`config.mk`:
```
export PLATFORM = sky130hd
export DESIGN_NAME = string_escape_decoder_unit
export DESIGN_NICKNAME = d
export VERILOG_FILES = /design/src/hw/rtl/sesd_pkg.sv /design/src/hw/rtl/sesd_fifo.sv /design/src/hw/rtl/sesd_core.sv /design/src/hw/rtl/string_escape_decoder_unit.sv
export SDC_FILE = /design/constraint.sdc
export NUM_CORES = 1
export LEC_CHECK = 0
export ABC_AREA = 1
export ABC_CLOCK_PERIOD_IN_PS = 5000
export BUFFER_PORTS_ARGS = -buffer_cell sky130_fd_sc_hd__buf_2
export CORE_ASPECT_RATIO = 2
export CORE_MARGIN = 2
export CORE_UTILIZATION = 45
export DETAILED_ROUTE_END_ITERATION = 8
export PLACE_DENSITY = 0.61
export RECOVER_POWER = 100
export SLEW_MARGIN = 10
export SYNTH_ARGS = -nofsm -noshare
export SYNTH_HDL_FRONTEND = slang
export SYNTH_SLANG_ARGS = --single-unit
export TNS_END_PERCENT = 1
```
`constraint.sdc`:
```
create_clock -name clk -period 5 [get_ports clk]
set_clock_uncertainty 0.15 [all_clocks]
set_input_delay 0.25 -clock clk [delete_from_list [all_inputs] [get_ports clk]]
set_output_delay 0.25 -clock clk [all_outputs]
set_load 0.02 [all_outputs]
```
`src/hw/rtl/sesd_pkg.sv`:
```
// ----------------------------------------------------------------------------
// sesd_pkg
// shared types and constants of the string escape decoder
// ----------------------------------------------------------------------------
package sesd_pkg;

  // depth of the result queue, at least two so that one item always fits
  localparam int unsigned SESD_FIFO_DEPTH = 4;

  typedef enum logic [1:0] {
    MODE_PLAIN  = 2'd0,
    MODE_ESC    = 2'd1,
    MODE_DIGITS = 2'd2
  } mode_t;

  typedef struct packed {
    logic [31:0] decoded;
    logic        status;
    logic        last_of_run;
    logic        string_done;
  } result_t;

  // up to two results produced by one item, written into the queue together
  typedef struct packed {
    logic    valid0;
    logic    valid1;
    result_t r0;
    result_t r1;
  } push_t;

endpackage

```
`src/hw/rtl/sesd_fifo.sv`:
```
// ----------------------------------------------------------------------------
// sesd_fifo
// result queue that takes up to two results a cycle and gives one a cycle
// ----------------------------------------------------------------------------
module sesd_fifo #(
  parameter int unsigned Depth = sesd_pkg::SESD_FIFO_DEPTH
) (
  input  logic              clk,
  input  logic              rst,
  input  sesd_pkg::push_t   push,
  input  logic              pop,
  output sesd_pkg::result_t head,
  output logic              not_empty,
  output logic              room
);
  import sesd_pkg::*;

  localparam int unsigned PtrW = $clog2(Depth);
  localparam int unsigned CntW = $clog2(Depth + 1);

  result_t          entries [Depth];
  logic [PtrW-1:0]  rd_ptr;
  logic [PtrW-1:0]  rd_ptr_next;
  logic [PtrW-1:0]  wr_ptr;
  logic [PtrW-1:0]  wr_ptr_next;
  logic [PtrW-1:0]  wr_ptr_inc;
  logic [CntW-1:0]  count;
  logic [CntW-1:0]  count_next;
  logic [1:0]       wr_n;

  function automatic logic [PtrW-1:0] ptr_inc(input logic [PtrW-1:0] p);
    return (p == PtrW'(Depth - 1)) ? '0 : p + 1'b1;
  endfunction

  assign wr_n       = {1'b0, push.valid0} + {1'b0, push.valid1};
  assign wr_ptr_inc = ptr_inc(wr_ptr);

  always_comb begin
    case (wr_n)
      2'd1:    wr_ptr_next = wr_ptr_inc;
      2'd2:    wr_ptr_next = ptr_inc(wr_ptr_inc);
      default: wr_ptr_next = wr_ptr;
    endcase
    rd_ptr_next = pop ? ptr_inc(rd_ptr) : rd_ptr;
    count_next  = count + CntW'(wr_n) - CntW'(pop);
  end

  always_ff @(posedge clk) begin
    if (rst) begin
      rd_ptr <= '0;
      wr_ptr <= '0;
      count  <= '0;
    end else begin
      rd_ptr <= rd_ptr_next;
      wr_ptr <= wr_ptr_next;
      count  <= count_next;
    end
  end

  // second result goes right behind the first
  always_ff @(posedge clk) begin
    if (push.valid0) begin
      entries[wr_ptr] <= push.r0;
    end
    if (push.valid1) begin
      entries[wr_ptr_inc] <= push.r1;
    end
  end

  assign head      = entries[rd_ptr];
  assign not_empty = (count != '0);
  // two free slots once this cycle's pop is counted
  assign room = (({1'b0, count} + (CntW + 1)'(2)) <=
                 ((CntW + 1)'(Depth) + {{CntW{1'b0}}, pop}));

endmodule

```
`src/hw/rtl/sesd_core.sv`:
```
// ----------------------------------------------------------------------------
// sesd_core
// escape state and single-pass decode of one character into its results
// ----------------------------------------------------------------------------
module sesd_core (
  input  logic            clk,
  input  logic            rst,
  input  logic            advance,
  input  logic [31:0]     cp,
  input  logic            eos,
  output sesd_pkg::push_t push
);
  import sesd_pkg::*;

  localparam logic [31:0] CH_BACKSLASH = 32'h5C;
  localparam logic [31:0] CH_QUOTE     = 32'h22;
  localparam logic [31:0] CH_APOS      = 32'h27;
  localparam logic [31:0] CH_QUESTION  = 32'h3F;
  localparam logic [31:0] CH_SLASH     = 32'h2F;
  localparam logic [31:0] CH_DIGIT_0   = 32'h30;
  localparam logic [31:0] CH_DIGIT_7   = 32'h37;
  localparam logic [31:0] CH_DIGIT_8   = 32'h38;
  localparam logic [31:0] CH_DIGIT_9   = 32'h39;
  localparam logic [31:0] CH_UPPER_A   = 32'h41;
  localparam logic [31:0] CH_UPPER_F   = 32'h46;
  localparam logic [31:0] CH_LOWER_A   = 32'h61;
  localparam logic [31:0] CH_LOWER_F   = 32'h66;
  localparam logic [31:0] CH_LOWER_X   = 32'h78;
  localparam logic [31:0] CH_UPPER_X   = 32'h58;
  localparam logic [31:0] CH_UPPER_U   = 32'h55;
  localparam logic [31:0] CH_LOWER_U   = 32'h75;
  localparam logic [31:0] CH_LOWER_B   = 32'h62;
  localparam logic [31:0] CH_LOWER_E   = 32'h65;
  localparam logic [31:0] CH_LOWER_N   = 32'h6E;
  localparam logic [31:0] CH_LOWER_R   = 32'h72;
  localparam logic [31:0] CH_LOWER_T   = 32'h74;
  localparam logic [31:0] CH_LOWER_V   = 32'h76;
  localparam logic [31:0] CTRL_LIMIT   = 32'd32;
  localparam logic [3:0]  LIMIT_HEX8   = 4'd8;
  localparam logic [3:0]  LIMIT_HEX4   = 4'd4;
  localparam logic [3:0]  LIMIT_OCT    = 4'd3;

  typedef enum logic [2:0] {
    ESC_SELF,
    ESC_HEX8,
    ESC_HEX4,
    ESC_OCT,
    ESC_MAPPED,
    ESC_BAD
  } esc_kind_t;

  mode_t       mode;
  mode_t       mode_next;
  logic [3:0]  digit_count;
  logic [3:0]  digit_count_next;
  logic [3:0]  digit_limit;
  logic [3:0]  digit_limit_next;
  logic        radix_hex;
  logic        radix_hex_next;
  logic [31:0] acc;
  logic [31:0] acc_next;

  esc_kind_t   esc_kind;
  logic [31:0] esc_value;
  logic [31:0] cp_low;
  logic        is_oct;
  logic        is_dec89;
  logic        is_hex_upper;
  logic        is_hex_lower;
  logic        d_valid;
  logic [3:0]  d_val;
  logic [31:0] acc_shift;
  logic [3:0]  cnt_inc;
  logic        run_done;
  logic        plain_silent;
  logic        plain_err;
  logic        v0;
  logic        v1;
  result_t     r0;
  result_t     r1;

  function automatic result_t make_result(input logic [31:0] value, input logic err);
    result_t r;
    r.decoded     = err ? 32'd0 : value;
    r.status      = err;
    r.last_of_run = 1'b0;
    r.string_done = 1'b0;
    return r;
  endfunction

  // character classes
  assign cp_low       = cp | 32'h20;
  assign is_oct       = (cp >= CH_DIGIT_0) && (cp <= CH_DIGIT_7);
  assign is_dec89     = (cp == CH_DIGIT_8) || (cp == CH_DIGIT_9);
  assign is_hex_upper = (cp >= CH_UPPER_A) && (cp <= CH_UPPER_F);
  assign is_hex_lower = (cp >= CH_LOWER_A) && (cp <= CH_LOWER_F);
  assign d_valid      = is_oct || (radix_hex && (is_dec89 || is_hex_upper || is_hex_lower));
  assign d_val        = (is_hex_upper || is_hex_lower) ? cp[3:0] + 4'd9 : cp[3:0];
  assign acc_shift    = radix_hex ? {acc[27:0], d_val} : {acc[28:0], d_val[2:0]};
  assign cnt_inc      = digit_count + 4'd1;
  assign run_done     = (cnt_inc >= digit_limit) || eos;
  assign plain_silent = (cp == CH_BACKSLASH) && !eos;
  assign plain_err    = (cp == CH_QUOTE) || (cp < CTRL_LIMIT) || (cp == CH_BACKSLASH);

  always_comb begin
    esc_kind  = ESC_BAD;
    esc_value = cp;
    case (cp) inside
      CH_BACKSLASH, CH_APOS, CH_QUOTE, CH_QUESTION, CH_SLASH: esc_kind = ESC_SELF;
      CH_LOWER_X, CH_UPPER_X, CH_UPPER_U:                     esc_kind = ESC_HEX8;
      CH_LOWER_U:                                             esc_kind = ESC_HEX4;
      [CH_DIGIT_0:CH_DIGIT_7]:                                esc_kind = ESC_OCT;
      default: begin
        esc_kind = ESC_MAPPED;
        case (cp_low)
          CH_LOWER_A: esc_value = 32'd7;
          CH_LOWER_B: esc_value = 32'd8;
          CH_LOWER_E: esc_value = 32'd27;
          CH_LOWER_F: esc_value = 32'd12;
          CH_LOWER_N: esc_value = 32'd10;
          CH_LOWER_R: esc_value = 32'd13;
          CH_LOWER_T: esc_value = 32'd9;
          CH_LOWER_V: esc_value = 32'd11;
          default:    esc_kind  = ESC_BAD;
        endcase
      end
    endcase
  end

  // next state
  always_comb begin
    mode_next        = mode;
    digit_count_next = digit_count;
    digit_limit_next = digit_limit;
    radix_hex_next   = radix_hex;
    acc_next         = acc;
    if (advance) begin
      if (eos) begin
        mode_next        = MODE_PLAIN;
        digit_count_next = '0;
        digit_limit_next = '0;
        radix_hex_next   = 1'b0;
        acc_next         = '0;
      end else begin
        case (mode)
          MODE_ESC: begin
            mode_next = MODE_PLAIN;
            case (esc_kind)
              ESC_HEX8, ESC_HEX4: begin
                mode_next        = MODE_DIGITS;
                digit_limit_next = (esc_kind == ESC_HEX8) ? LIMIT_HEX8 : LIMIT_HEX4;
                radix_hex_next   = 1'b1;
                acc_next         = '0;
                digit_count_next = '0;
              end
              ESC_OCT: begin
                mode_next        = MODE_DIGITS;
                digit_limit_next = LIMIT_OCT;
                radix_hex_next   = 1'b0;
                acc_next         = {29'd0, cp[2:0]};
                digit_count_next = 4'd1;
              end
              default: mode_next = MODE_PLAIN;
            endcase
          end
          MODE_DIGITS: begin
            if (d_valid) begin
              acc_next         = acc_shift;
              digit_count_next = cnt_inc;
              if (run_done) begin
                mode_next = MODE_PLAIN;
              end
            end else begin
              mode_next = plain_silent ? MODE_ESC : MODE_PLAIN;
            end
          end
          default: mode_next = plain_silent ? MODE_ESC : MODE_PLAIN;
        endcase
      end
    end
  end

  // results of this item
  always_comb begin
    v0 = 1'b0;
    v1 = 1'b0;
    r0 = make_result(cp, plain_err);
    r1 = make_result(cp, plain_err);
    case (mode)
      MODE_ESC: begin
        case (esc_kind)
          ESC_SELF: begin
            v0 = 1'b1;
            r0 = make_result(cp, 1'b0);
          end
          ESC_MAPPED: begin
            v0 = 1'b1;
            r0 = make_result(esc_value, 1'b0);
          end
          ESC_HEX8, ESC_HEX4: begin
            v0 = eos;
            r0 = make_result(32'd0, 1'b1);
          end
          ESC_OCT: begin
            v0 = eos;
            r0 = make_result({29'd0, cp[2:0]}, 1'b0);
          end
          default: begin
            v0 = 1'b1;
            r0 = make_result(32'd0, 1'b1);
          end
        endcase
      end
      MODE_DIGITS: begin
        if (d_valid) begin
          v0 = run_done;
          r0 = make_result(acc_shift, cnt_inc == 4'd0);
        end else begin
          v0 = 1'b1;
          r0 = make_result(acc, digit_count == 4'd0);
          v1 = !plain_silent;
        end
      end
      default: v0 = !plain_silent;
    endcase
    if (v1) begin
      r1.last_of_run = 1'b1;
      r1.string_done = eos;
    end else begin
      r0.last_of_run = 1'b1;
      r0.string_done = eos;
    end
  end

  assign push.valid0 = v0 && advance;
  assign push.valid1 = v1 && advance;
  assign push.r0     = r0;
  assign push.r1     = r1;

  always_ff @(posedge clk) begin
    if (rst) begin
      mode        <= MODE_PLAIN;
      digit_count <= '0;
      digit_limit <= '0;
      radix_hex   <= 1'b0;
      acc         <= '0;
    end else begin
      mode        <= mode_next;
      digit_count <= digit_count_next;
      digit_limit <= digit_limit_next;
      radix_hex   <= radix_hex_next;
      acc         <= acc_next;
    end
  end

  a_end_gives_result: assert property (@(posedge clk) disable iff (rst)
    (advance && eos) |-> push.valid0)
    else $error("end of string produced no result");

  a_end_clears_state: assert property (@(posedge clk) disable iff (rst)
    (advance && eos) |=> (mode == MODE_PLAIN && acc == 32'd0 && digit_count == 4'd0))
    else $error("state not cleared after end of string");

  a_run_below_limit: assert property (@(posedge clk) disable iff (rst)
    (mode == MODE_DIGITS) |-> (digit_count < digit_limit))
    else $error("digit run past its limit");

  a_second_after_first: assert property (@(posedge clk) disable iff (rst)
    push.valid1 |-> (push.valid0 && !push.r0.last_of_run && push.r1.last_of_run))
    else $error("second result without a leading first result");

endmodule

```
`src/hw/rtl/string_escape_decoder_unit.sv`:
```
// ----------------------------------------------------------------------------
// string_escape_decoder_unit
// decodes a string literal body, one code point per request, into code points
// ----------------------------------------------------------------------------
// Each request carries one code point of a literal body plus an end-of-string
// flag; results come out in order with a status bit, a last-of-run flag on the
// final result of each request and a string-done flag on the final result of
// the string. A request is registered on entry, decoded in one pass against
// the escape state once the queue has room for two results, and its results
// are written into the queue that feeds the result port. The unit takes one
// request every cycle as long as the result side keeps up. Most requests give
// zero or one result; a digit run closed by a character that itself gives a
// result gives two, which leave the result port one at a time, so back-to-back
// two-result requests hold the rate below one request per cycle.
// A queue of FifoDepth results (at least two) sits in front of the result
// port, so requests keep flowing while results wait to be taken.
module string_escape_decoder_unit #(
  parameter int unsigned FifoDepth = sesd_pkg::SESD_FIFO_DEPTH
) (
  input  logic        clk,
  input  logic        rst,
  input  logic        item_valid,
  output logic        item_stall,
  input  logic [31:0] code_point,
  input  logic        end_of_string,
  output logic        result_valid,
  input  logic        result_stall,
  output logic [31:0] decoded,
  output logic        status,
  output logic        last_of_run,
  output logic        string_done
);
  import sesd_pkg::*;

  // input register
  logic        in_full;
  logic [31:0] in_cp;
  logic        in_eos;
  logic        accept;
  logic        advance;
  logic        room;
  logic        pop;
  push_t       push;
  result_t     head;

  // the held request moves on when the queue can take two results
  assign advance    = in_full && room;
  assign item_stall = in_full && !room;
  assign accept     = item_valid && !item_stall;

  always_ff @(posedge clk) begin
    if (rst) begin
      in_full <= 1'b0;
    end else if (accept) begin
      in_full <= 1'b1;
    end else if (advance) begin
      in_full <= 1'b0;
    end
  end

  // payload needs no reset
  always_ff @(posedge clk) begin
    if (accept) begin
      in_cp  <= code_point;
      in_eos <= end_of_string;
    end
  end

  // escape state and decode
  sesd_core u_core (
    .clk     (clk),
    .rst     (rst),
    .advance (advance),
    .cp      (in_cp),
    .eos     (in_eos),
    .push    (push)
  );

  // result queue, head drives the result port
  sesd_fifo #(
    .Depth (FifoDepth)
  ) u_fifo (
    .clk       (clk),
    .rst       (rst),
    .push      (push),
    .pop       (pop),
    .head      (head),
    .not_empty (result_valid),
    .room      (room)
  );

  assign pop         = result_valid && !result_stall;
  assign decoded     = head.decoded;
  assign status      = head.status;
  assign last_of_run = head.last_of_run;
  assign string_done = head.string_done;

endmodule
```
Word level (Yosys, flattened, before mapping)
Memories as Yosys holds them, arrays and structs flattened. A register that Yosys moved wholly into a read port is not among the register bits.
Cells that the tools add are included.
{"block": "word_totals", "reg_bits": 84, "latch_bits": 0, "ram_bits": 140, "romBits": 0, "output_inout_bits": 37, "mem_count": 1}
{"block": "op_classes", "addsub": 10, "mul": 0, "div_mod_pow": 0, "magnitude_cmp": 9, "n_eq_ne": 33, "n_shift": 0, "muxes": 58, "bitwise": 0, "n_reduce_logical": 41}
{"memory": "u_fifo.entries", "depth": 4, "width": 35, "rd": 1, "rd_clocked_by_memory_dff": 1, "write_ports": 2, "line_no": "sesd_fifo.sv:21", "source": "result_t entries [Depth];"}
{"operator": "32-bit two-way mux", "count": 10}
{"operator": "32-bit one-hot mux with 8 select lines", "count": 1}
{"operator": "31-bit by 6-bit == test with 1-bit output, second input constant", "count": 8}
{"operator": "32-bit by 6-bit == test with 1-bit output, second input constant", "count": 6}
{"operator": "32-bit by 7-bit == test with 1-bit output, second input constant", "count": 5}
{"operator": "32-bit one-hot mux with 2 select lines", "count": 2}
{"operator": "35-bit one-hot mux with 3 select lines", "count": 1}
{"operator": "35-bit one-hot mux with 2 select lines", "count": 1}
{"operator": "32-bit by 7-bit >= comparator with 1-bit output, second input constant", "count": 2}
{"operator": "32-bit by 7-bit less-or-equal comparator with 1-bit output, second input constant", "count": 2}
{"operator": "35-bit two-way mux", "count": 1}
{"operator": "32-bit by 6-bit >= comparator with 1-bit output, second input constant", "count": 1}
{"operator": "32-bit by 6-bit less-or-equal comparator with 1-bit output, second input constant", "count": 1}
{"operator": "32-bit by 6-bit < comparator with 1-bit output, second input constant", "count": 1}
{"operator": "4-bit two-way mux", "count": 6}
{"operator": "4-bit one-hot mux with 2 select lines", "count": 3}
{"operator": "2-bit two-way mux", "count": 11}
{"operator": "1-bit two-way mux", "count": 14}
{"operator": "3-bit two-way mux", "count": 4}
{"operator": "1-bit logical AND", "count": 11}
{"operator": "2-bit == test, second input constant", "count": 5}
{"operator": "3-bit nonzero test", "count": 3}
{"operator": "4-bit logical NOT", "count": 2}
{"operator": "1-bit logical OR", "count": 8}
{"operator": "other kinds (28)", "count": 42}

Depth between registers and ports, before layout
Gate-level depths: netlist (run 1).
{"block": "depth", "ltp_word": 15, "mapped_depth": 24, "mapped_depth_nobuf": 23}

Modules after synthesis
Synthesis (run 1) repeated with hierarchy kept, for this count alone.
{"block": "unflattened", "cells_unflattened": 1704, "hier_area_um2": 13100.1}
{"mod": "sesd_fifo", "instances": 1, "cells_per_inst": 767, "area_per_inst_um2": 7347.0, "seq_area_each_um2": 4384.2}
{"mod": "sesd_core", "instances": 1, "cells_per_inst": 893, "area_per_inst_um2": 4698.3, "seq_area_each_um2": 840.8}
{"mod": "string_escape_decoder_unit", "instances": 1, "cells_per_inst": 44, "area_per_inst_um2": 1054.8, "seq_area_each_um2": 1011.0}

Worst setup path after synthesis (run 1)
No wires, ideal clock.
{"block": "synth_path", "kind": "register -> register", "startpoint": "register in_cp[1]", "endpoint": "memory u_fifo.entries[3][0] in the netlist's numbering, enable pin", "setup_time_ns": 0.393, "arrival_ns": 2.955, "path_slack_ns": 1.502, "stages_incl_launch_ff": 17, "path_cell_list": "edfxtp_1 inv_1 ha_1 inv_1 nand2_1 nor2_1 o21a_1 nand2_1 nand2_1 nand3_1 nand2_1 nand2_2 nor3_4 buf_6 nand3_4 buf_2 nand2_1"}
{"element": "start, declared", "line_no": "string_escape_decoder_unit.sv:37", "source": "logic [31:0] in_cp;"}
{"element": "start signal, assigned", "line_no": "string_escape_decoder_unit.sv:64", "source": "in_cp <= code_point;"}
{"element": "end, declared", "line_no": "sesd_fifo.sv:21"}

==> results_dict.tcl, run 1 <==
set metrics [dict create \
    status "finished with violations" \
    violations "capacitance limit, slew limit" \
    cts_tree "done" \
    reg2reg_slack_ns 0.59 \
    cts.sinks 225 \
    cts_buffers 22 \
    hold_buffers 34 \
    yosysSeqAreaShare_pct 47.82 \
    max_cap_violations 1 \
    clk_path_buf_depth 3 \
    setup_violations 0 \
    hold_path.class "input port to register" \
    critical_path_class "register to register" \
    hold_violations 0 \
    grt_max_degree 71 \
    min_from "result_stall" \
    seq_area_um2 6237 \
    clkLatencyLatePin_ns 0.53 \
    route.vias.total 11950 \
    vdd_drop_max_uv 215.8 \
    grt_overflow 0 \
    cp.arrival_ns 4.65 \
    syn_area_um2 13040 \
    die_w_um 124.4 \
    antenna_found_initial 0 \
    synth_top_area_cell "edfxtp_1" \
    n_antenna_cell 0 \
    syn_avg_cell_area_um2 7.461 \
    fill_cells 2865 \
    initial_core_util_pct 45.38 \
    grt_setup_unrepaired "no" \
    place_congestion 0.9658 \
    wl_per_cell_um 18.82 \
    die_h_um 244.8 \
    relSlewSlack_pct -59.08 \
    die_area_um2 30440 \
    h-tree-depth 1 \
    syn_nets 1815 \
    drcViolationCount 0 \
    r2r-end "u_fifo.entries[3][31]" \
    cts_resized 0 \
    slew_violations 34 \
    tns_ns 0 \
    crit-reg2reg-launch "in_cp[1]" \
    start_kind "register" \
    ant_nets 0 \
    netlist_top_cells_area "edfxtp_1 (40%), nand2_1 (19%), dfxtp_1 (8.0%), o21ai_0 (6.2%), nand3_1 (5.3%)" \
    tightest_slew_ns 2.386 \
    final.min_clock_period_ns 4.409 \
    synth.most_common_cell "nand2_1" \
    grt_pass1_vias 11640 \
    drive_gt1_share_pct 4.978 \
    postSynth.asyncResetShare_pct 0 \
    rows 88 \
    worstPathRequired_ns 5.24 \
    first_iter_violations 1013 \
    routed_wl_um 41190 \
    ys.flop_type "edfxtp_1" \
    hold_depth 3 \
    track_usage_pct 26.85 \
    root_buffer "clkbuf_16" \
    post_drt_via_cell_ratio 5.463 \
    r2r_cells 16 \
    p_per_area_nw_per_um2 427.0 \
    yosys.area.top_type_share_pct 39.83 \
    power_leakage_uw 0.006093 \
    post-cts-setup-buffer-count 0 \
    path_max_fanout 33 \
    grt_pass1_wl_um 64260 \
    syn_inst 1748 \
    synth_edf_count 173 \
    ios 74 \
    yosys-top-cells-count "nand2_1 (665), edfxtp_1 (173), o21ai_0 (161)" \
    coreArea_um2 28740 \
    area_growth_pct 11.63 \
    yosys_warnings 0 \
    dp_hpwl_um 27960 \
    io_buffers 73 \
    multi_input_area_um2 5844 \
    whs_ns 0.01384 \
    period_share_pct 88.18 \
    fmax_ghz 0.2268 \
    clkTransAtPathRegs_ns 0.07 \
    synth_seq_cells 225 \
    synthDistinctLibCells 41 \
    num-nets-final 1880 \
    end_kind "register" \
    drtPass1Iterations 6 \
]
==> cells by family after synthesis <==
logic type / after synthesis / share of synthesized area, %
AND/OR/NAND/NOR: 982 / 30.37
AO/OA/AOI/OAI: 276 / 11.23
buffers and inverters: 229 / 7.253
flip-flops: 225 / 47.82
adder cells (fa/ha/maj): 30 / 2.936
XOR/XNOR: 6 / 0.4030
==> area by class of cell <==
| cell class | count | area share (%) |
|---|---|---|
| inverters | 139 | 3.584 |
| multi-input cells | 1294 | 40.15 |
| well taps | 360 | 3.094 |
| clock inverters | 16 | 1.100 |
| flip-flops and latches | 225 | 42.84 |
| repair buffers | 131 | 5.423 |
| clock buffers | 23 | 3.807 |
==> critical path: stages, from the launching register on <==
cell and delay, ns:
edfxtp_1 0.47, inv_1 0.20, ha_1 0.22, inv_1 0.12, nand2_1 0.07, nor2_1 0.18
o21a_1 0.14, nand2_1 0.05, nand2_1 0.15, nand3_1 0.09, nand2_1 0.10, nand2_1 0.19
nor3_4 0.48, nand3_4 0.24, inv_1 1.08, nand2_1 0.16, nand2_1 0.15
==> power breakdown <==
part	leakage, µW	switching (µW)	internal (µW)
clock	0.000340	763	921
sequential	0.00201	136	2350
combinational	0.00374	1500	543
total	0.00609	2400	3810
==> layout by cell type, fill, tap and decap left out, types with 8 or more instances in the layout <==
master	instances
clkbuf_1	60
nand2_1	666
buf_4	14
nor2_1	150
nand3_1	141
clkbuf_2	8
inv_1	131
o21ai_0	161
o22ai_1	36
ha_1	29
a21oi_1	57
buf_2	15
edfxtp_1	173
dfxtp_1	51
dlygate4sd3_1	34
clkbuf_16	22
==> worst max path at each step <==
stage	startpoint	end	slack (ns)	depth (start not counted)
after detailed placement	in_cp[1]	u_fifo.count[2]	0.85	21
after global routing	in_cp[1]	u_fifo.entries[0][28]	0.25	16
after global placement	in_cp[1]	u_fifo.count[2]	0.91	21
final	in_cp[1]	u_fifo.entries[3][31]	0.59	16
after CTS	in_cp[1]	u_fifo.count[2]	0.82	21
after floorplan	in_cp[1]	u_fifo.entries[3][0]	1.50	16
==> flip-flops by register name, summed over array words and instances, names as in the netlist, named ones only <==
| name | cells |
|---|---|
| u_core.acc | 32 |
| in_eos | 1 |
| u_fifo.rd_ptr | 2 |
| u_fifo.count | 3 |
| u_core.mode | 2 |
| in_cp | 32 |
| u_fifo.wr_ptr | 2 |
| u_core.radix_hex | 1 |
| u_fifo.entries | 140 |
| u_core.digit_count | 4 |
| in_full | 1 |
| u_core.digit_limit | 3 |
==> routing by layer <==
layer | GRT usage (%) | routed length (µm) | part of all wire, % | up-vias
met3 | 2.310 | 2061 | 5.0 | 116
li1 | - | - | - | 5855
met5 | 0 | 0 | 0 | -
met2 | 50.98 | 21770 | 53 | 422
met1 | 30.14 | 15370 | 37 | 5559
met4 | 12.19 | 1985 | 4.8 | 0
==> stage by stage <==
step	power (µW)	cell area (µm²)	setup WS, ns	util, %	instances
6_report	6217	14560	0.5911	50.66	2188
5_1_grt	6581	14560	0.2541	50.66	2188
4_1_cts	6314	14670	0.8158	51.05	2188
3_5_place_dp	4618	13620	0.8480	47.38	2115
3_3_place_gp	4586	13620	0.9141	47.38	2115
2_1_floorplan	3909	13040	1.502	-	1748
Note: power is estimated with default switching activity, not from simulation.
==> inputs of run 2 (changes only) <==
ABC_CLOCK_PERIOD_IN_PS = 5600   (was 5000)
BUFFER_PORTS_ARGS = default   (was -buffer_cell sky130_fd_sc_hd__buf_2)
DONT_BUFFER_PORTS = 1   (was default)
PLACE_DENSITY = 0.59   (was 0.61)
clock period = 5.6 ns   (was 5 ns; I/O delays follow)
==> run 2 against run 1 <==
Net effect:
- routed wire length grew 1.6%
- the run still ends with capacitance limit, slew limit left
- worst setup slack gained 0.46 ns
- cell area shrank 1.7%
- cell count shrank 3.2%
- die area is the same
- maximum frequency shrank 3.1%
- total power shrank 11%
- critical endpoint is now u_fifo.entries[3][3]
- sequential cell count is the same
- combinational power shrank 15%
- clock power shrank 7%
- sequential share of layout area grew 0.73 points
- sequential power shrank 12%
==> results_dict.tcl, run 2 (synthesis gave the netlist of run 1 again) <==
set metrics [dict create \
    status "finished with violations" \
    violations "capacitance limit, slew limit" \
    cpMostUsedCell "nand2_1" \
    min_from "code_point[22]" \
    hold_end "in_cp[22]" \
    slowest_delay_ns 0.65 \
    clkTransAtPathRegs_ns 0.07 \
    num-nets-final 1808 \
    cp.arrival_ns 4.67 \
    die_area_um2 30440 \
    final.min_clock_period_ns 4.552 \
    reg2reg_slack_ns 1.05 \
    crit-reg2reg-launch "in_cp[28]" \
    drtPass1Iterations 6 \
    initial_core_util_pct 45.38 \
    cts.sinks 225 \
    r2r_cells 15 \
    grt_pass1_vias 11530 \
    r2r-end "u_fifo.entries[3][3]" \
    critical_path_class "register to register" \
    io_buffers 0 \
    hold_path.class "input port to register" \
    final_cell_mix "nand2_1 (666), edfxtp_1 (173), o21ai_0 (161), nor2_1 (150), nand3_1 (142)" \
    fill_cells 2908 \
    root_buffer "clkbuf_16" \
    period_share_pct 81.28 \
    fmax_ghz 0.2197 \
    seq_area_um2 6236 \
    cp_slowest_cell "clkbuf_2" \
    drcViolationCount 0 \
    whs_ns 0.2186 \
    power_leakage_uw 0.005990 \
    worstPathCellList "nor2_1 -> nand2_1 -> nor2_1 -> nand2_1 -> nor2_1 -> nand2_1 -> nand2_1 -> nand3_1 -> nand2_1 -> nand2_1 -> nor3_4 -> nand3_1 -> clkbuf_2 -> nand3_1 -> nand2_1" \
    clkLatencyLatePin_ns 0.54 \
    crit_buf_inv 1 \
    p_per_area_nw_per_um2 384.8 \
    layout_commonest_cell "nand2_1" \
    path_max_fanout 30 \
    grt_max_degree 71 \
    largest_register_ffs 140 \
    route.vias.total 11720 \
    grt_overflow 0 \
    hold_depth 1 \
    multi_input_area_um2 5831 \
    place_congestion 0.9576 \
    die_w_um 124.4 \
    antenna_found_initial 3 \
    setup_slack_ns 1.048 \
    die_h_um 244.8 \
    drive_gt1_share_pct 4.041 \
    preCtsSetupSlack_ns 1.310 \
    max_cap_violations 2 \
    regMostFlops "u_fifo.entries" \
    post-cts-setup-buffer-count 0 \
    dp_hpwl_um 28120 \
    area_growth_pct 9.748 \
    wl_per_cell_um 19.74 \
    reg_top3 "u_fifo.entries (140), in_cp (32), u_core.acc (32)" \
    cts_resized 0 \
    first_iter_violations 868 \
    ios 74 \
    cts_buffers 22 \
    ant_nets 0 \
    vdd_drop_max_uv 272.6 \
    coreArea_um2 28740 \
    end_kind "register" \
    setup_violations 0 \
    track_usage_pct 27.14 \
    rows 88 \
    routed_wl_um 41830 \
    start_kind "register" \
    grt_pass1_wl_um 64850 \
    hold_buffers 38 \
    h-tree-depth 1 \
    post_drt_via_cell_ratio 5.529 \
    path_delay_family "simple AND/OR/NAND/NOR gates" \
    relSlewSlack_pct -80.93 \
    clk_path_buf_depth 3 \
    cts_tree "done" \
    tightest_slew_ns 2.714 \
    hold_violations 0 \
    worstPathRequired_ns 5.72 \
    slew_violations 75 \
    tns_ns 0 \
    grt_setup_unrepaired "no" \
]
[run 2: worst max-delay path by stage]
stage               startpoint                    to  cells past startpoint
floorplan             in_cp[1]  u_fifo.entries[3][0]                     16
global placement      in_cp[1]       u_fifo.count[2]                     21
detailed placement    in_cp[1]       u_fifo.count[2]                     21
CTS                   in_cp[1]       u_fifo.count[2]                     21
global route         in_cp[28]  u_fifo.entries[3][4]                     15
finish               in_cp[28]  u_fifo.entries[3][3]                     15
[run 2: metal layers]
metal | up-vias | global-route usage [%] | share of wire (%)
li1 | 5717 | - | -
met2 | 363 | 52.14 | 54
met5 | - | 0 | 0.038
met1 | 5519 | 29.60 | 37
met3 | 114 | 3.313 | 5.3
met4 | 2 | 11.57 | 4.1
[run 2: power by group]
part / internal (µW) / switching [µW]
Sequential: 2100 / 109
Clock: 889 / 673
Combinational: 418 / 1320
Total: 3400 / 2110
[run 2: final cells by class]
type / instances / area share (%)
diodes: 2 / 0.03497
clock buffers: 30 / 4.415
flip-flops and latches: 225 / 43.57
inverters: 139 / 3.645
multi-input cells: 1294 / 40.74
repair buffers: 59 / 3.680
clock inverters: 10 / 0.7693
well taps: 360 / 3.147
[run 2: per-stage QoR]
step,instance area (µm²),util (%),cells,total power [µW]
after floorplan,13040,-,1748,3490
after detailed placement,13240,46.06,2039,3973
final,14310,49.80,2119,5508
after global routing,14310,49.80,2119,5812
after CTS,14370,50.00,2117,5551
after global placement,13240,46.06,2039,3953
[run 2: worst register-to-register path, cell delays in order (launching register included)]
cell and delay, ns:
edfxtp_1 0.47, nor2_1 0.24, nand2_1 0.08, nor2_1 0.18, nand2_1 0.08, nor2_1 0.44
nand2_1 0.11, nand2_1 0.17, nand3_1 0.11, nand2_1 0.11, nand2_1 0.17, nor3_4 0.50
nand3_1 0.48, clkbuf_2 0.65, nand3_1 0.27, nand2_1 0.08
==> inputs of run 3 (changes only) <==
ABC_CLOCK_PERIOD_IN_PS = 3700   (was 5600)
PLACE_DENSITY = 0.61   (was 0.59)
clock period = 3.7 ns   (was 5.6 ns; I/O delays follow)
==> run 3 against run 2 <==
Net effect:
- the run now ends clean
- cell count up 2.8%
- clock power is 34% higher
- sequential cell count is the same
- non-clock buffer count up 64
- combinational power grew 63%
- register-to-register slack got worse by 0.79 ns
- cell area rose by 3.8%
- sequential share of layout area decreased by 1.6 points
- critical path type is now register to output port
- largest power group unchanged
==> results_dict.tcl, run 3 (synthesis gave the netlist of run 1 again) <==
set metrics [dict create \
    drtPass1Iterations 5 \
    initial_core_util_pct 45.38 \
    tightest_slew_ns 1.453 \
    io_buffers 0 \
    routed_wl_um 42060 \
    preCtsSetupSlack_ns 0.02921 \
    cp.arrival_ns 3.15 \
    h-tree-depth 1 \
    dpl.cell_count 2073 \
    route.vias.total 11980 \
    die_area_um2 30440 \
    switchingPower_uw 3204 \
    setup_slack_ns 0.2148 \
    worstPathCellList "clkbuf_2 -> o21ai_0 -> o22ai_1" \
    start_kind "register" \
    hold_end "in_cp[23]" \
    crit-reg2reg-launch "in_cp[16]" \
    regMostFlops "u_fifo.entries" \
    place_congestion 0.9869 \
    reg_top3 "u_fifo.entries (140), in_cp (32), u_core.acc (32)" \
    clk_path_buf_depth 3 \
    setup_violations 0 \
    fin_cells 2179 \
    min_from "code_point[23]" \
    post_drt_via_cell_ratio 5.498 \
    ant_nets 0 \
    grt_setup_unrepaired "no" \
    end_kind "output port" \
    grt_max_degree 71 \
    grt_pass1_vias 11740 \
    ios 74 \
    slew_violations 0 \
    num-nets-final 1871 \
    p_sw_share_pct 38.84 \
    hold_path.class "input port to register" \
    cp_slowest_cell "clkbuf_2" \
    coreArea_um2 28740 \
    vdd_drop_max_uv 342.5 \
    first_iter_violations 860 \
    hold_violations 0 \
    final.min_clock_period_ns 3.485 \
    cts_buffers 21 \
    wl_per_cell_um 19.30 \
    track_usage_pct 27.35 \
    p_per_area_nw_per_um2 555.1 \
    largest_register_ffs 140 \
    dp_hpwl_um 29550 \
    area_growth_pct 13.94 \
    layout_commonest_cell "nand2_1" \
    antenna_found_initial 1 \
    combPwrFrac_pct 34.3 \
    critical_path_class "register to output port" \
    die_h_um 244.8 \
    rows 88 \
    reg2reg_slack_ns 0.26 \
    fmax_ghz 0.2869 \
    multi_input_area_um2 5921 \
    max_cap_violations 0 \
    cts.sinks 225 \
    seqPwrFrac_pct 40.3 \
    grt_pass1_wl_um 65220 \
    clkLatencyLatePin_ns 0.53 \
    drcViolationCount 0 \
    drive_gt1_share_pct 8.911 \
    period_share_pct 94.20 \
    root_buffer "clkbuf_16" \
    seq_area_um2 6236 \
    path_max_fanout 70 \
    grt_overflow 0 \
    r2r-end "u_fifo.count[2]" \
    final_cell_mix "nand2_1 (662), edfxtp_1 (173), o21ai_0 (161), nor2_1 (141), nand3_1 (136)" \
    internal_power_uw 5044 \
    slowest_delay_ns 1.09 \
    fill_cells 2838 \
    clockPowerShare_pct 25.4 \
    r2r_cells 20 \
    tns_ns 0 \
    status "finished clean" \
    power_leakage_uw 0.006277 \
    worstPathRequired_ns 3.37 \
    clkTransAtPathRegs_ns 0.07 \
    hold_depth 1 \
    cts_tree "done" \
    die_w_um 124.4 \
    relSlewSlack_pct 3.120 \
]
-- run 3: cell count changes in the layout (fill, tap and decap cells not counted), sizes merged --
cell / delta
bufinv: -1
clkinv: +6
inv: -2
buf: +69
dlygate4sd3: -1
diode: -1
clkbuf: -11
clkinvlp: +1
-- run 3: layout make-up --
| cell class | instances | area share (%) |
|---|---|---|
| clock inverter | 14 | 0.6905 |
| clock buffer | 23 | 3.587 |
| timing repair buffer | 123 | 7.351 |
| antenna | 1 | 0.01684 |
| inverter | 139 | 3.511 |
| multi-input combinational | 1294 | 39.84 |
| sequential | 225 | 41.97 |
| tap | 360 | 3.031 |
-- run 3: metrics by stage --
stage	hold WS, ns	instance area, µm²	total power, µW	utilization (%)
after detailed placement	0.1129	13560	6113	47.18
final	0.1254	14860	8248	51.71
after global routing	0.1195	14860	8711	51.71
after global placement	0.1110	13560	6064	47.18
after floorplan	0.1339	13040	5282	-
after CTS	0.1129	14580	8229	50.72
-- run 3: worst max-delay path: cells and delay by family (launching register included) --
kind / cells / cell delay, ns
compound gates: 2 / 0.96
flops: 1 / 0.51
buf+inv: 1 / 1.09
-- run 3: timing repair --
item | CTS | global route
gates resized for setup | 0 | 27
setup endpoints to repair | 0 | 239
hold endpoints to repair | 85 | 0
hold buffers | 37 | 0
setup buffers | 0 | 31
-- run 3: routing by layer --
| metal | track usage (%) | up-vias | part of all wire, % |
|---|---|---|---|
| li1 | - | 5841 | - |
| met1 | 29.54 | 5625 | 36 |
| met2 | 52.54 | 397 | 54 |
| met3 | 2.528 | 118 | 4.7 |
| met4 | 13.62 | 0 | 4.9 |
| met5 | 0 | - | 0 |
-- run 3: power groups by stage --
stage / Sequential (µW) / Combinational, µW / Clock [µW]
floorplan: 3330 / 1950 / 0
global placement: 3370 / 2690 / 0
detailed placement: 3380 / 2730 / 0
CTS: 3330 / 2780 / 2120
global route: 3350 / 3150 / 2210
finish: 3320 / 2830 / 2090
-- run 3: worst max path at each step --
stage,startpoint,endpoint,slack (ns)
after floorplan,in_cp[1],u_fifo.entries[3][0],0.20
after global placement,in_cp[0],u_fifo.count[2],0.05
after detailed placement,in_cp[0],u_fifo.count[2],0.03
after CTS,in_cp[0],u_fifo.count[2],0.0007
after global routing,in_cp[16],u_fifo.count[2],0.001
final,register,decoded[8],0.21
